===== src/rtl/core/pce_pkg.sv =====
// shared types, constants and sequencer states for the pearson correlation engine
// no dependencies
package pce_pkg;

  localparam int unsigned MAX_PAIRS_DEF   = 1024;
  localparam int unsigned SAMPLE_BITS_DEF = 16;
  localparam int unsigned CALC_W          = 64;
  localparam int unsigned Q_ONE           = 16384;
  localparam int unsigned Q_SHIFT         = 14;
  localparam int unsigned MEAN_SHIFT      = 8;

  typedef struct packed {
    logic signed [15:0] x_sample;
    logic signed [15:0] y_sample;
    logic               last;
  } pce_in_t;

  typedef struct packed {
    logic signed [49:0] covariance;
    logic        [48:0] variance_x;
    logic        [48:0] variance_y;
    logic signed [15:0] correlation;
    logic               degenerate;
    logic               overflowed;
    logic        [10:0] pair_count;
  } pce_out_t;

  typedef enum logic [3:0] {
    S_LOAD,
    S_MX,
    S_MY,
    S_PASS,
    S_CV,
    S_VX,
    S_VY,
    S_SQX,
    S_SQY,
    S_MUL,
    S_Q,
    S_DONE
  } pce_state_t;

endpackage


===== src/rtl/core/pce_div.sv =====
// sequential unsigned divider, one quotient bit per cycle
// depends on pce_pkg
module pce_div (
  input  logic                       clk,
  input  logic                       rst_n,
  input  logic                       start,
  input  logic [pce_pkg::CALC_W-1:0] dividend,
  input  logic [pce_pkg::CALC_W-1:0] divisor,
  output logic                       done,
  output logic [pce_pkg::CALC_W-1:0] quotient
);
  import pce_pkg::*;

  localparam int unsigned CW = $clog2(CALC_W);

  logic              busy_r;
  logic              done_r;
  logic [CW-1:0]     cnt_r;
  logic [CALC_W:0]   rem_r;
  logic [CALC_W-1:0] quo_r;
  logic [CALC_W-1:0] dvs_r;
  logic [CALC_W:0]   trial;

  assign trial = {rem_r[CALC_W-1:0], quo_r[CALC_W-1]};

  always_ff @(posedge clk) begin
    if (!rst_n) begin
      busy_r <= 1'b0;
      done_r <= 1'b0;
      cnt_r  <= '0;
    end else begin
      done_r <= 1'b0;
      if (start) begin
        busy_r <= 1'b1;
        cnt_r  <= '0;
      end else if (busy_r) begin
        cnt_r <= cnt_r + 1'b1;
        if (cnt_r == CW'(CALC_W - 1)) begin
          busy_r <= 1'b0;
          done_r <= 1'b1;
        end
      end
    end
  end

  always_ff @(posedge clk) begin
    if (start) begin
      rem_r <= '0;
      quo_r <= dividend;
      dvs_r <= divisor;
    end else if (busy_r) begin
      if (trial >= {1'b0, dvs_r}) begin
        rem_r <= trial - {1'b0, dvs_r};
        quo_r <= {quo_r[CALC_W-2:0], 1'b1};
      end else begin
        rem_r <= trial;
        quo_r <= {quo_r[CALC_W-2:0], 1'b0};
      end
    end
  end

  assign done     = done_r;
  assign quotient = quo_r;

endmodule


===== config.mk =====
export PLATFORM = sky130hd
export DESIGN_NAME = pce_div
export DESIGN_NICKNAME = d
export VERILOG_FILES = /design/src/rtl/core/pce_pkg.sv /design/src/rtl/core/pce_div.sv
export SDC_FILE = /design/constraint.sdc
export NUM_CORES = 1
export LEC_CHECK = 0
export BUFFER_PORTS_ARGS = -buffer_cell sky130_fd_sc_hd__buf_2
export CORE_MARGIN = 1.5
export CORE_UTILIZATION = 30
export DETAILED_ROUTE_END_ITERATION = 10
export PLACE_DENSITY = 0.55
export SYNTH_ARGS = -nofsm -noshare
export SYNTH_HDL_FRONTEND = slang
export SYNTH_SLANG_ARGS = --single-unit

===== constraint.sdc =====
create_clock -name clk -period 5.2 [get_ports clk]
set_input_delay 0.52 -clock clk [delete_from_list [all_inputs] [get_ports clk]]
set_output_delay 0.52 -clock clk [all_outputs]
set_load 0.02 [all_outputs]

-- Word level (Yosys, flattened, before mapping)
Cells that the tools add are included.
- register bits: 200
- bits in latches: 0
- bits in writable memories: 0
- ROM bits: 0
- output and inout bits: 65
- memories: 0
- add/sub/neg operators: 2
- $mul: 0
- div/mod/pow operators: 0
- $lt $le $gt $ge: 1
- eq/ne operators: 1
- shifts and indexed selects: 0
- multiplexer cells: 8
- bitwise logic cells: 2
- reduce and logical (&&, ||, !) cells: 3
- operators with widths (operator ; number):
    $mux 64 ; 3
    $ge 65x64->1 ; 1
    $sub 64x64->64 ; 1
    $add 6x1->6 const B ; 1
    $eq 6x6->1 const B ; 1
    $mux 1 ; 5
    $reduce_or 3->1 ; 1
    $not 1->1 ; 2
    $reduce_bool 2->1 ; 1
    $reduce_or 2->1 ; 1

-- Logic depth before layout (Yosys ltp)
Gate-level depths: netlist of run 1.
- word-level depth: 4
- mapped depth: 15
- gate-level depth less buffers: 13

-- Least setup slack after synthesis of run 1
Ideal clock, no wire load.
- path type: register to register
- start point: register quo_r[63] (netlist: quotient[63])
- end point: register rem_r[60]
- data arrival time: 3000 ps
- required time: 5121 ps
- path slack: 2121 ps
- stages on the path, launching flop included: 14
- path buffers: 0
- cells stage by stage: edfxtp_1 inv_1 ha_1 fa_1 nor2b_1 o21bai_1 a21oi_1 o21ai_1 a211oi_2 o21ai_2 o21ai_2 nor4_1 or4_1 a211oi_2
- cells in the longest elaborated chain, start to end: 2
- elaborated cells between the ends (all ways): 3
- RTL lines (what ; RTL line ; text):
    from (decl) ; pce_div.sv:20 ; logic [CALC_W-1:0] quo_r;
    from (signal assigned) ; pce_div.sv:49 ; quo_r <= dividend;
    from (signal assigned) ; pce_div.sv:54 ; quo_r <= {quo_r[CALC_W-2:0], 1'b1};
    from (signal assigned) ; pce_div.sv:57 ; quo_r <= {quo_r[CALC_W-2:0], 1'b0};
    $sub 64x64->64 or $ge 65x64->1 (tied branches) ; pce_div.sv:53, pce_div.sv:52 ;
    $mux 64 * ; pce_div.sv:52 ; if (trial >= {1'b0, dvs_r}) begin
    to (signal assigned) ; pce_div.sv:53 ; rem_r <= trial - {1'b0, dvs_r};
    to (signal assigned) ; pce_div.sv:56 ; rem_r <= trial;
    to (decl) ; pce_div.sv:19 ; logic [CALC_W:0] rem_r;
Mark *: on every way between the ends. The rest lies on a longest branch, timed or not.
A chain may end at the register's enable or synchronous reset.

-- Final worst setup path of run 1
- start point: register quo_r[63] (netlist: quotient[63])
- end point: register rem_r[1]
Same word-level chain as after synthesis.

==> impl_metrics.csv, run 1 <==
group,metric,value,unit
layout,nNetsFinal,1573,
sta,period_share,0.7875,
cts,clk_latency,470,ps
worst_setup_path,cpMostUsedCell,"mux2i_1",
synthesis,ys_ff_latch,200,
worst_setup_path,critPathCaptureType,"flop",
route,drt_first_pass_iters,5,
route,ant_nets,0,
layout,layout-drive-gt1-share,0.2311,
worst_setup_path,worstSetupPathType,"reg -> reg",
run,cap_violations,0,
cts,holdBufCountCts,0,
placed_design,pre_cts_ws,1070,ps
sta,timing.fmax,0.2442,GHz
global_routing,grt-ovfl-total,0,
pwr,ir_drop,225.1,µV
synthesis,synth_edf_count,128,
die,rows,72,
synthesis,synth-seq-area-share,0.4444,
sta,finalHoldViolCount,0,
sta,rsz0062_at_grt,"no",
sta,drv_slew,0,
die,initial_core_util,0.3056,
cts,htree_levels,4,
worst_setup_path,critPathLaunchType,"flop",
synthesis,avgSynthCellArea,9.725,µm²
cts,cts_buffer_depth,2,
die,die_h,202.1,µm
route,drtIter0Drc,580,
synthesis,synthesis.nets,1420,
synthesis,ys.flop_type,"edfxtp_1",
sta,slew_headroom,0.1665,
worst_setup_path,crit_slowest_cell,"a211o_1",
synthesis,synth_area,11890,µm²
sta,finalCriticalPeriod,4095,ps
sta,whs,218.5,ps
layout,areaGrowthSynthToFinish,16.77,%
status,status,"completed",
worst_setup_path,worstPathMaxFanout,28,
die,die_x,202.1,µm
synthesis,synth_async_sr_flop_share,0,
cts,clockRootBuffer,"clkbuf_16",
route,vias,9628,
cts,clk_pin_slew,80,ps
pwr,p_leak,5.859,nW
synthesis,synth-warning-count,0,
worst_setup_path,cp.required,5600,ps
layout,fillers,4030,
synthesis,synth_top_area_frac,0.3232,
placed_design,placed_area,13290,µm²
layout,stdcell_area,13890,µm²
worst_setup_path,slowest_delay,1010,ps
cts,cts_sinks,200,
cts,ctsResizeCount,0,
placed_design,place_inst,1875,
die,core_area,38920,µm²
global_routing,grt_pass1_wl,51990,µm
cts,cts_tree,"done",
layout,n_antenna_cell,0,
global_routing,grt_antenna_before_repair,3,
synthesis,netlist.top_cell.by_area,"edfxtp_1",
sta,setup_tns,0,ps
worst_setup_path,crit_arrival,4500,ps
global_routing,grt_max_degree,143,
placed_design,io_buffer_count,195,
sta,tightestPinTransition,1250,ps
synthesis,ys_top_cells_by_area,"edfxtp_1 (32%), dfxtp_1 (12%), ha_1 (6.8%)",
route,drc_errors,0,
global_routing,first_global_vias,9601,
sta,worst_slack,1105,ps
route,viasPerCell,5.049,
worst_hold_path,hold_path_class,"in -> reg",
placed_design,globalplace.congestion,0.8525,
cts,cts_made_buffers,17,
route,wirelength,32650,µm
route,drt-wirelength-per-cell,17.12,µm
synthesis,synthCells,1223,
layout,final_cells,1907,
cts,post_cts_buffers,0,
die,ios,196,
sta,setup_viol,0,
sta,clock_skew,11.05,ps
worst_setup_path,worstPathCellList,"inv_1 > ha_1 > nand2b_1 > a21oi_1 > o21ai_1 > o31ai_4 > a32oi_1 > o21ai_2 > a211o_1 > buf_4 > mux2i_1 > mux2i_1 > nor2_1",
placed_design,dp_hpwl,23670,µm
synthesis,synth_cell_types,69,
pwr,power_density,330.2,nW/µm²
die,dieArea,40850,µm²
global_routing,grt_usage,0.1614,
[final timing paths]
kind,from,slack (ps),to,cells after the start
worst max-delay path,quotient[63],1110,rem_r[1],13
worst max register to register,quotient[63],1110,rem_r[1],13
worst min-delay path,divisor[9],220,dvs_r[9],1
worst min register to register,cnt_r[5],490,cnt_r[5],2
[final cells by class]
cell class	instances	area, µm²	share of cell area
clock inverter	11	128.9	0.009279
tap	518	648.1	0.04667
clock buffer	21	470.5	0.03387
multi-input combinational	876	6012	0.4329
sequential	200	5289	0.3808
timing repair buffer	201	1040	0.07487
inverter	80	300.3	0.02162
[flip-flops by register name (all words and copies together), names as in the netlist]
name,flops
dvs_r,64
quotient,64
rem_r,64
cnt_r,6
busy_r,1
done,1
[cells in the mapped netlist, types with 11 or more instances]
master	n
o21ai_0	33
inv_1	80
a311oi_1	19
nand3_1	14
o21ai_1	14
nand4_1	25
o21bai_1	12
buf_2	14
clkbuf_1	43
a21oi_1	103
a211oi_1	32
dfxtp_1	72
xor2_1	14
o211ai_1	11
nor3_1	16
nand2_1	112
mux2_2	69
mux2i_1	11
edfxtp_1	128
and3_1	16
xnor2_1	42
a21o_1	35
nor2_1	120
ha_1	65
[critical path: cells and delay by family (launching register included)]
family                     cells  cell delay (ps)
AOI/OAI and AO/OA              6             2390
buffers and inverters          2              440
muxes                          2              300
adders and majority gates      1              220
and+or+nand+nor                2              270
DFF                            1              390
[per-stage QoR]
stage,power (mW),util
after floorplan,2.884,-
after global placement,3.219,0.3415
after detailed placement,3.229,0.3415
after CTS,4.634,0.3569
after global routing,4.834,0.3569
final,4.586,0.3569
[report_power, final]
group	internal [mW]	switching, mW
Combinational	0.492	0.754
Clock	0.717	0.670
Sequential	1.85	0.0998
Total	3.06	1.52
[cells by family after synthesis]
family | synth area share
fa+ha+maj | 0.07006
simple gates | 0.1283
xor+xnor | 0.04124
flops | 0.4444
mux | 0.07648
compound gates | 0.1885
buf+inv | 0.05102
[cell usage in the layout, fill, tap and decap left out, types with 5 or more instances in the layout]
master	n
buf_2	194
edfxtp_1	128
nor2_1	120
nand2_1	111
a21oi_1	103
inv_1	80
dfxtp_1	71
mux2_2	69
ha_1	65
xnor2_1	42
a21o_1	35
o21ai_0	33
a211oi_1	32
nand4_1	25
a311oi_1	19
clkbuf_16	17
and3_1	16
nor3_1	16
o21ai_1	14
nand3_1	14
xor2_1	14
o21bai_1	12
o211ai_1	11
mux2i_1	11
nor2b_1	9
nand2b_1	7
o21a_1	7
a31oi_1	7
and2_1	5
o221ai_1	5
buf_4	5
[layer usage]
layer,vias to the layer above,track usage,part of all wire
li1,4771,-,-
met3,31,0.05079,0.062
met5,-,0,0.0010
met2,277,0.2531,0.45
met1,4543,0.2134,0.48
met4,6,0.04550,0.015
Note: power is estimated with default switching activity, not from simulation.
==> run 2: changes to the inputs <==
- clock period: 5.2 -> 4.1 ns (I/O delays scaled with it)
==> impl_metrics.csv, run 2 (synthesized netlist as in run 1, its figures left out) <==
group,metric,value,unit
placed_design,placed_area,13350,µm²
pwr,p_total,5.764,mW
cts,cts_sinks,200,
sta,whs,129.6,ps
route,drt_first_pass_iters,5,
worst_hold_path,hold_path_class,"in -> reg",
worst_hold_path,holdPathStages,1,
cts,htree_levels,4,
pwr,internal-power,3.812,mW
die,ios,196,
layout,final_cell_mix,"buf_2 (194), edfxtp_1 (128), nor2_1 (120)",
placed_design,io_buffer_count,195,
die,core_area,38920,µm²
worst_setup_path,timing.rr.start,"rem_r[19]",
global_routing,grt_usage,0.1616,
placed_design,dp_hpwl,24040,µm
placed_design,globalplace.congestion,0.8630,
status,status,"completed",
global_routing,grt-ovfl-total,0,
cts,cts_buffer_depth,2,
worst_hold_path,hold_start,"divisor[43]",
sta,slew_headroom,0.2411,
pwr,p_sw,1.952,mW
worst_setup_path,critPathLaunchType,"flop",
layout,final_common_cell,"buf_2",
worst_hold_path,worstHoldEndpoint,"dvs_r[43]",
cts,holdBufCountCts,0,
layout,stdcell_area,13940,µm²
worst_setup_path,worstPathMaxFanout,33,
worst_setup_path,crit_arrival,3840,ps
die,die_h,202.1,µm
layout,nNetsFinal,1579,
sta,setup_tns,0,ps
cts,cts_made_buffers,17,
global_routing,grt_antenna_before_repair,5,
pwr,pwr-share-seq,0.425,
route,drc_errors,0,
die,dieArea,40850,µm²
layout,layout-drive-gt1-share,0.2351,
sta,rsz0062_at_grt,"no",
die,rows,72,
sta,finalCriticalPeriod,3528,ps
worst_setup_path,critPathCaptureType,"flop",
route,drt-wirelength-per-cell,17.07,µm
sta,worst_slack,571.7,ps
pwr,switching_share,0.3386,
route,ant_nets,0,
sta,clock_skew,10.55,ps
die,initial_core_util,0.3056,
worst_setup_path,worstRegToRegCells,12,
worst_setup_path,r2r-end,"rem_r[62]",
sta,tightestPinTransition,1138,ps
sta,period_share,0.8606,
pwr,power_density,413.4,nW/µm²
route,wirelength,32670,µm
sta,timing.fmax,0.2834,GHz
layout,fillers,4058,
cts,cts_tree,"done",
pwr,ir_drop,315.7,µV
cts,ctsResizeCount,0,
route,vias,9616,
route,drtIter0Drc,521,
layout,areaGrowthSynthToFinish,17.23,%
worst_setup_path,worstSetupPathType,"reg -> reg",
pwr,pwr-share-clk,0.295,
layout,final_cells,1914,
cts,clk_latency,450,ps
global_routing,grt_pass1_wl,52380,µm
sta,finalHoldViolCount,0,
placed_design,place_inst,1881,
placed_design,pre_cts_ws,562.1,ps
die,die_x,202.1,µm
worst_setup_path,rrSetupSlack,570,ps
pwr,pwr-share-comb,0.280,
worst_setup_path,cp.required,4410,ps
layout,final_util,0.3583,
route,viasPerCell,5.024,
global_routing,first_global_vias,9679,
cts,clk_pin_slew,80,ps
pwr,p_leak,5.883,nW
global_routing,grt_max_degree,135,
cts,post_cts_buffers,0,
run,cap_violations,0,
cts,clockRootBuffer,"clkbuf_16",
sta,setup_viol,0,
sta,drv_slew,0,
run 2: layer usage:
layer / global-route usage / wire [µm] / vias to the layer above
met3: 0.04837 / 2083 / 34
met1: 0.2135 / 15260 / 4509
met5: 0 / 55 / -
li1: - / - / 4792
met4: 0.03995 / 448 / 8
met2: 0.2582 / 14820 / 273
run 2: critical path, cell delays in order (launching register included):
cell and delay, ps:
dfxtp_1 330, ha_1 430, a21oi_1 230, o21ai_0 180
a41oi_1 190, o21ai_0 130, a32oi_1 450, o21ai_2 190
a211o_1 490, buf_12 250, mux2_2 280, mux2i_1 140
a211oi_1 70
run 2: power groups by stage:
| stage | sequential (mW) | combinational, mW | clock, mW |
|---|---|---|---|
| 2_1_floorplan | 2.56 | 1.10 | 0 |
| 3_3_place_gp | 2.49 | 1.61 | 0 |
| 3_5_place_dp | 2.50 | 1.62 | 0 |
| 4_1_cts | 2.46 | 1.62 | 1.77 |
| 5_1_grt | 2.48 | 1.79 | 1.84 |
| 6_report | 2.45 | 1.61 | 1.70 |
run 2: layout make-up:
class | count | area (µm²) | share of cell area
sequential | 200 | 5289 | 0.3793
tap | 518 | 648.1 | 0.04648
clock buffer | 18 | 439.2 | 0.03150
antenna | 1 | 2.502 | 0.0001795
clock inverter | 14 | 155.1 | 0.01113
inverter | 80 | 300.3 | 0.02154
multi-input combinational | 876 | 6012 | 0.4312
timing repair buffer | 207 | 1097 | 0.07870
run 2: worst max-delay path by stage:
stage	startpoint	endpoint	slack [ps]	cells past startpoint
2_1_floorplan	quotient[63]	rem_r[60]	1020	13
3_3_place_gp	quotient[63]	rem_r[60]	640	13
3_5_place_dp	dvs_r[1]	rem_r[62]	560	13
4_1_cts	dvs_r[1]	rem_r[62]	540	13
5_1_grt	dvs_r[6]	rem_r[48]	190	13
6_report	rem_r[19]	rem_r[62]	570	12
