--- src/rtl/core/pce_pkg.sv ---
// shared types, constants and sequencer states for the pearson correlation engine
// no dependencies
package pce_pkg;

  localparam int unsigned MAX_PAIRS_DEF   = 1024;
  localparam int unsigned SAMPLE_BITS_DEF = 16;
  localparam int unsigned CALC_W          = 64;
  localparam int unsigned Q_ONE           = 16384;
  localparam int unsigned Q_SHIFT         = 14;
  localparam int unsigned MEAN_SHIFT      = 8;

  typedef struct packed {
    logic signed [15:0] x_sample;
    logic signed [15:0] y_sample;
    logic               last;
  } pce_in_t;

  typedef struct packed {
    logic signed [49:0] covariance;
    logic        [48:0] variance_x;
    logic        [48:0] variance_y;
    logic signed [15:0] correlation;
    logic               degenerate;
    logic               overflowed;
    logic        [10:0] pair_count;
  } pce_out_t;

  typedef enum logic [3:0] {
    S_LOAD,
    S_MX,
    S_MY,
    S_PASS,
    S_CV,
    S_VX,
    S_VY,
    S_SQX,
    S_SQY,
    S_MUL,
    S_Q,
    S_DONE
  } pce_state_t;

endpackage

--- src/rtl/core/pce_isqrt.sv ---
// sequential integer square root, two radicand bits per cycle
// depends on pce_pkg
module pce_isqrt (
  input  logic                         clk,
  input  logic                         rst_n,
  input  logic                         start,
  input  logic [pce_pkg::CALC_W-1:0]   value,
  output logic                         done,
  output logic [pce_pkg::CALC_W/2-1:0] root
);
  import pce_pkg::*;

  logic              busy_r;
  logic              done_r;
  logic [CALC_W-1:0] v_r;
  logic [CALC_W-1:0] r_r;
  logic [CALC_W-1:0] bit_r;
  logic [CALC_W-1:0] sum;

  assign sum = r_r + bit_r;

  always_ff @(posedge clk) begin
    if (!rst_n) begin
      busy_r <= 1'b0;
      done_r <= 1'b0;
    end else begin
      done_r <= 1'b0;
      if (start) begin
        busy_r <= 1'b1;
      end else if (busy_r && bit_r == CALC_W'(1)) begin
        busy_r <= 1'b0;
        done_r <= 1'b1;
      end
    end
  end

  always_ff @(posedge clk) begin
    if (start) begin
      v_r   <= value;
      r_r   <= '0;
      bit_r <= CALC_W'(1) << (CALC_W - 2);
    end else if (busy_r) begin
      if (v_r >= sum) begin
        v_r <= v_r - sum;
        r_r <= (r_r >> 1) + bit_r;
      end else begin
        r_r <= r_r >> 1;
      end
      bit_r <= bit_r >> 2;
    end
  end

  assign done = done_r;
  assign root = r_r[CALC_W/2-1:0];

endmodule

--- config.mk ---
export PLATFORM = sky130hd
export DESIGN_NAME = pce_isqrt
export DESIGN_NICKNAME = d
export VERILOG_FILES = /design/src/rtl/core/pce_pkg.sv /design/src/rtl/core/pce_isqrt.sv
export SDC_FILE = /design/constraint.sdc
export NUM_CORES = 1
export LEC_CHECK = 0
export ABC_AREA = 1
export BUFFER_PORTS_ARGS = -buffer_cell sky130_fd_sc_hd__buf_2
export CAP_MARGIN = 5
export CORE_ASPECT_RATIO = 0.7
export CORE_UTILIZATION = 45
export DETAILED_ROUTE_END_ITERATION = 6
export PLACE_DENSITY_LB_ADDON = 0.05
export SYNTH_ARGS = -nofsm -noshare
export SYNTH_HDL_FRONTEND = slang
export SYNTH_SLANG_ARGS = --single-unit
--- constraint.sdc ---
create_clock -name clk -period 11.2 [get_ports clk]
set_input_delay 1.68 -clock clk [delete_from_list [all_inputs] [get_ports clk]]
set_output_delay 1.68 -clock clk [all_outputs]
set_load 0.1 [all_outputs]
# Word level (Yosys, flattened, before mapping)
# Index checks and enable logic that the tools add are counted.
# totals
register_bits,162
latchBits,0
ramBits,0
mem_bits_ro,0
inputBits,67
output_inout_bits,33
word_cells,24
n_memories,0
# classes
addsub,3
mul,0
n_div,0
order_cmp,1
n_eq_ne,1
n_shift,0
n_mux,7
n_bitwise,1
n_reduce_logical,6
# ops
cell,count
two-way mux 64 bit,4
adder 63 x 63 -> 64 bit,1
adder 64 x 63 -> 64 bit,1
greater-or-equal comparator 64 bit,1
subtractor 64 bit,1
== test 32 x 1 -> 1 bit (second input constant),1
nonzero test 2 bit,3
two-way mux 1 bit,3
AND reduction 2 bit,1
OR reduction 2 bit,1
logical AND 1 bit,1
NOT 1 bit,1

# Logic depth before layout (Yosys ltp)
# Gate-level depths: netlist (run 1).
# logic_depth
depth_word,5
depth_mapped,29
ltp_nobuf,28

# Worst setup path before layout (run 1)
# OpenSTA, ideal clock, no wires.
# synth_path
kind,register to register
start,register bit_r[14]
end,register v_r[0] (enable)
arrival_ns,4.532
required_time_ns,10.776
slack_ns,6.244
stages_incl_launch_ff,22
path_buffers,1
path_cell_list,dfxtp_1 > ha_1 > nand2_1 > o21ai_0 > nand2_1 > o21ai_0 > o21bai_2 > nand2_1 > nand2_1 > nand4_1 > nand3b_1 > nand2_1 > ha_1 > nand2_1 > nor3_1 > nand2_1 > nor3_2 > nand2_4 > nand2_4 > nand2_4 > buf_6 > nand2_1
# synth_between
elab_chain_cells,4
# synth_rtl
item,line,rtl
"start, declared",pce_isqrt.sv:17,logic [CALC_W-1:0] bit_r;
"start signal, assigned",pce_isqrt.sv:41,bit_r <= CALC_W'(1) << (CALC_W - 2);
"start signal, assigned",pce_isqrt.sv:49,bit_r <= bit_r >> 2;
adder 64 x 63 -> 64 bit,pce_isqrt.sv:20,assign sum = r_r + bit_r;
greater-or-equal comparator 64 bit,pce_isqrt.sv:43,if (v_r >= sum) begin
nonzero test 2 bit (no source line),-,
AND reduction 2 bit (no source line),-,
"end signal, assigned",pce_isqrt.sv:39,v_r <= value;
"end signal, assigned",pce_isqrt.sv:44,v_r <= v_r - sum;
"end, declared",pce_isqrt.sv:15,logic [CALC_W-1:0] v_r;
# Every way passes these cells.
# A chain may end at the register's enable or synchronous reset.

# Worst setup path in the final report (run 1)
# layout_path
start,register r_r[12]
end,register v_r[48] (enable)
# layout_between
elab_chain_cells,4
# layout_rtl
item,line,rtl
"start, declared",pce_isqrt.sv:16,logic [CALC_W-1:0] r_r;
"start signal, assigned",pce_isqrt.sv:45,r_r <= (r_r >> 1) + bit_r;
"start signal, assigned",pce_isqrt.sv:47,r_r <= r_r >> 1;
adder 64 x 63 -> 64 bit,pce_isqrt.sv:20,
greater-or-equal comparator 64 bit,pce_isqrt.sv:43,
nonzero test 2 bit (no source line),-,
AND reduction 2 bit (no source line),-,
# Every way passes these cells.

==> metrics.cfg, run 1 <==
[setup_path]
startpoint_type = flop
cp_max_fo = 64
startpoint = r_r[12]$_SDFFE_PP0P_
r2r_start = r_r[12]$_SDFFE_PP0P_
crit_required_ps = 11300
crit_arrival_ps = 6800
path_class = flop to flop
crit_path_end_kind = flop

[timing]
finalHoldViolations = 0
skew_ps = 16.4
finalSetupViolCount = 0
worstMarginPinSlew_ps = 1030
fin_setup_tns_ps = 0
rsz0062_at_grt = no
fin_crit_sh_pct = 59.8
period_minus_slack_ps = 6700
whs_ps = 517
fmax_mhz = 149
slew_headroom_pct = 31.3
slew_violations = 0

[hold_path]
min-delay-path-class = flop to flop
worstHoldStart = r_r[0]$_SDFFE_PP0P_

[grt]
track_usage_pct = 37.6
grt_pass1_wl_mm = 126
antenna_found_initial = 3
grt_max_degree = 89
overflow = 0
grt_pass1_vias = 20700

[power]
leakage_nw = 9.78
powerDensity_mw_per_mm2 = 263
ir_drop_v = 0.000167

[die]
boundaryPins = 100
num_rows = 64
die_y_um = 179
die-area_mm2 = 0.0454
fp.coreArea_mm2 = 0.0438
die_width_um = 254
initial_core_util_pct = 45.7

[clocking]
cts_root_buf = clkbuf_16
cts.sinks = 162
cts_buffers = 17
clock_latency_ps = 480
cts_resized = 0
ctsLongestPathBuffers = 2
post_cts_buffers = 0
holdBufCountCts = 0
cts-htree-levels = 4
path_clk_slew_ps = 80
cts_tree = done

[yosys]
avgSynthCellArea_um2 = 5.62
ys_seq_area_share_pct = 19.4
synth-main-ff-cell = dfxtp_1
yosys_warnings = 0
syn_nets = 3762
synth_edf_count = 64
synth_cells = 3564
synth_top_area_share_pct = 22.6
yosys_register_bits = 162
yosys.area.top_type = nand2_1
synth_cell_types = 50
synth_top_cells_by_area = nand2_1, dfxtp_1, edfxtp_1, inv_1, ha_1
synth_area_mm2 = 0.0200
async_flop_share_pct = 0

[placed_design]
port_buffers = 99
post-place-cells = 4155
dp_hpwl_mm = 71.2
place_congestion = 1.09

[detailed_routing]
drt_iter0_drc = 2906
wl_per_cell_um = 20.5
firstDrtPassIters = 6
vias = 23600
via_per_inst = 5.63
drc = 0
antenna_left = 0
drt_wl_total_mm = 86.0

[cells_and_area]
syn2layout_area_growth_pct = 6.57
num-fill-cells = 4825
stdcell_count = 4187
antenna_cells = 0
final_layout_size_suffix_gt1_share_pct = 5.15
final_nets = 3778

[outcome]
status = finished clean

[job]
maxCapViolations = 0

cell usage after synthesis (18+ instances only):
master    number
o21ai_0      166
o21ai_1       22
inv_1        502
dfxtp_1       98
buf_4         35
nand2_1     1208
ha_1         130
or2_2         18
a21oi_1      217
nor3_1        44
xor2_1        48
o21bai_1      25
nand4_1       36
nor2_1       431
nand3_1      280
nand3b_1      26
edfxtp_1      64
clkbuf_1      36
buf_2         27
xnor2_1       48
power breakdown:
group / leakage, nW / internal (mW) / switching [mW]
registers: 1.44 / 0.861 / 0.253
logic: 8.04 / 1.17 / 2.68
clock network: 0.293 / 0.323 / 0.326
layer usage:
metal	up-vias	global-route usage [%]	share of wire (%)
met3	109	12.7	12
met1	10800	57.9	50
li1	11400	-	-
met4	10	7.23	1.6
met5	-	2.53	0.21
met2	1213	48.6	36
cells in the final DEF, fill, tap and decap left out, drive strengths merged, types with 48 or more instances in the layout:
master | netlist | final
edfxtp | 64 | 64
buf | 76 | 109
a21oi | 223 | 223
o21ai | 188 | 188
dfxtp | 98 | 98
ha | 130 | 130
nor2 | 436 | 436
nand2 | 1212 | 1212
inv | 505 | 515
xnor2 | 48 | 48
xor2 | 48 | 48
nand3 | 281 | 281
worst paths after layout:
path / to / slack, ps / cells after the start
setup / recovery: v_r[48]$_DFFE_PP_ / 4500 / 22
hold / removal: r_r[0]$_SDFFE_PP0P_ / 520 / 2
hold reg to reg: r_r[0]$_SDFFE_PP0P_ / 520 / 2
setup reg to reg: v_r[48]$_DFFE_PP_ / 4500 / 22
state kept, by name (all words and copies together) (netlist names):
register,flops
bit_r,32
busy_r,1
r_r,64
v_r,64
done,1
metrics by stage:
step	setup slack, ps	area, um^2	utilization [%]	power, mW
after floorplan	6240	20000	-	3.79
after global placement	4850	20700	47.4	4.79
after detailed placement	4760	20700	47.4	4.83
after CTS	4780	21400	48.8	5.49
after global routing	4070	21400	48.8	6.00
final	4500	21400	48.8	5.61
cells by family (layout without fill, tap and decap cells):
group	count (synthesis)	count (layout)	synth area share, %
xor gates and xnor gates	96	96	4.20
adders and majority gates	131	131	8.22
buffers and inverters	618	647	12.5
AOI/OAI and AO/OA	487	487	13.2
DFF	162	162	19.4
and+or+nand+nor	2070	2070	42.4
critical path, stage by stage, from the launching register on:
cell	delay, ps
dfxtp_1	440
ha_1	440
nand2_1	110
o21ai_1	280
nand2_1	140
o211ai_1	200
nand2_1	100
nand2_1	290
nand3_1	260
nand2_1	300
nand2_1	150
nand3_1	110
nand2_1	70
ha_1	360
inv_2	60
nor3_1	360
nand2_1	210
nor3_2	280
nand2_4	310
nand2_4	490
nand2_4	270
nand2_2	150
buf_4	710
final cells by class:
class                           instances  area (um^2)  area share, %
Clock buffer                           17          425           1.99
Sequential cell                       162         3880           18.2
Tap cell                              594          743           3.48
Clock inverter                         15          188          0.879
Multi-Input combinational cell       2784        13600           63.9
Inverter                              506         1900           8.89
Timing Repair Buffer                  109          573           2.68
No activity file was read; power rests on OpenSTA's default activity.
==> inputs of run 2 (changes only) <==
==> constraint.sdc (replaced) <==
create_clock -name clk -period 6.4 [get_ports clk]
set_input_delay 0.96 -clock clk [delete_from_list [all_inputs] [get_ports clk]]
set_output_delay 0.96 -clock clk [all_outputs]
set_load 0.1 [all_outputs]
==> run 2 against run 1 <==
  * First-iteration DRC count grew 7.7%
  * Via count shrank 0.71%
  * Global-route usage shrank 1.0 points
  * Hold slack lost 22 ps
  * Largest cell class unchanged
  * Sequential share of layout area shrank 0.12 points
  * Die area is the same
  * Clock power grew 77%
  * Wire length shrank 2.4%
==> metrics.cfg, run 2 (synthesis gave the netlist of run 1 again) <==
[outcome]
status = finished clean

[hold_path]
hold_end = r_r[0]$_SDFFE_PP0P_
min-delay-path-class = flop to flop
hold_depth = 2
worstHoldStart = r_r[0]$_SDFFE_PP0P_

[clocking]
cts_resized = 0
cts_buffers = 17
holdBufCountCts = 0
clock_latency_ps = 490
cts_root_buf = clkbuf_16
cts-htree-levels = 4
post_cts_buffers = 0
cts_tree = done
path_clk_slew_ps = 80
ctsLongestPathBuffers = 2
cts.sinks = 162

[setup_path]
crit_path_end_kind = flop
r2r_start = r_r[30]$_SDFFE_PP0P_
crit_arrival_ps = 6100
worstReg2RegEnd = v_r[5]$_DFFE_PP_
startpoint_type = flop
crit_required_ps = 6590
r2r_cells = 20
path_class = flop to flop
r2r_setup_slack_ps = 480
cp_max_fo = 37

[cells_and_area]
final_core_utilization_pct = 49.1
final_nets = 3789
num-fill-cells = 4800
top_regs = r_r: 64 flops, v_r: 64 flops, bit_r: 32 flops
final_area_mm2 = 0.0215
final_layout_size_suffix_gt1_share_pct = 5.44
antenna_cells = 0
final_common_cell = nand2_1
mostFrequentLayoutCells = nand2_1, inv_1, nor2_1
syn2layout_area_growth_pct = 7.30

[die]
die_width_um = 254
die_y_um = 179
boundaryPins = 100
num_rows = 64
initial_core_util_pct = 45.7
fp.coreArea_mm2 = 0.0438
die-area_mm2 = 0.0454

[detailed_routing]
drt_iter0_drc = 3129
antenna_left = 0
wl_per_cell_um = 20.0
via_per_inst = 5.57
drt_wl_total_mm = 84.0
vias = 23400
firstDrtPassIters = 6
drc = 0

[timing]
worstMarginPinSlew_ps = 1010
fmax_mhz = 169
slew_violations = 0
slew_headroom_pct = 32.4
skew_ps = 15.8
fin_setup_tns_ps = 0
finalHoldViolations = 0
rsz0062_at_grt = no
fin_crit_sh_pct = 92.4
finalSetupViolCount = 0
period_minus_slack_ps = 5920

[placed_design]
place_area_mm2 = 0.0209
dp_hpwl_mm = 68.7
port_buffers = 99
place_congestion = 1.10

[power]
leakage_nw = 9.86
powerDensity_mw_per_mm2 = 456
seq_power_share_pct = 19.5
switching_share_pct = 57.5
power.internal_mw = 4.17
ir_drop_v = 0.000445
net-switching-power_mw = 5.65
clkPwrFrac_pct = 11.7
pwr-share-comb_pct = 68.8
power.total_mw = 9.81

[grt]
grt_pass1_vias = 20000
use_met2_pct = 47.8
antenna_found_initial = 1
grtUsageMet3_pct = 11.2
overflow = 0
track_usage_pct = 36.6
top_usage_layer = met1
grt_max_degree = 81
grtUsageMet1_pct = 56.7
grt_pass1_wl_mm = 123

[job]
maxCapViolations = 0

==> run 2: power groups by stage <==
| stage | sequential (mW) | combinational (mW) | clock, mW |
|---|---|---|---|
| finish | 1.92 | 6.75 | 1.15 |
| floorplan | 1.70 | 4.93 | 0 |
| global route | 1.94 | 7.41 | 1.20 |
| detailed placement | 1.92 | 6.54 | 0 |
| global placement | 1.92 | 6.49 | 0 |
| CTS | 1.90 | 6.58 | 1.15 |
==> run 2: cell type report <==
class	count	area [um^2]	share of cell area, %
Multi-Input combinational cell	2784	13600	63.5
Sequential cell	162	3880	18.1
Inverter	506	1900	8.83
Tap cell	594	743	3.46
Timing Repair Buffer	120	693	3.22
Clock buffer	17	425	1.98
Clock inverter	15	213	0.989
==> run 2: worst max path at each step <==
stage | startpoint | endpoint | slack, ps | depth (start not counted)
after global placement | r_r[30]$_SDFFE_PP0P_ | v_r[4]$_DFFE_PP_ | 610 | 20
after detailed placement | r_r[10]$_SDFFE_PP0P_ | v_r[5]$_DFFE_PP_ | 790 | 22
after CTS | r_r[10]$_SDFFE_PP0P_ | v_r[5]$_DFFE_PP_ | 760 | 22
after floorplan | bit_r[14]$_SDFFE_PP0P_ | v_r[0]$_DFFE_PP_ | 1440 | 21
final | r_r[30]$_SDFFE_PP0P_ | v_r[5]$_DFFE_PP_ | 480 | 20
after global routing | r_r[10]$_SDFFE_PP0P_ | r_r[3]$_SDFFE_PP0P_ | 170 | 23
==> run 2: metal layers <==
layer	vias up	part of all wire (%)
met5	-	0
met4	0	1.7
met3	78	12
met2	1149	37
met1	10700	49
li1	11500	-
==> run 2: per-stage QoR <==
| stage | worst slack [ps] | hold WS (ps) | cells |
|---|---|---|---|
| floorplan | 1440 | 463 | 3564 |
| global placement | 613 | 475 | 4166 |
| detailed placement | 787 | 487 | 4166 |
| CTS | 761 | 499 | 4198 |
| global route | 175 | 513 | 4198 |
| finish | 483 | 494 | 4198 |
==> run 2: critical path, cell delays in order, from the launching register on <==
cell,delay (ps)
dfxtp_1,590
ha_1,310
nand2_1,150
o21ai_0,380
nand2_1,180
o21ai_0,420
a21oi_1,190
o21ai_0,380
a21oi_1,110
nand3b_1,110
nand2_1,70
ha_1,400
nand2_1,130
nor3_1,290
nand2_1,180
nor3_2,260
nand2_4,320
nand2_4,180
nand2_4,190
nand2_2,470
buf_12,240
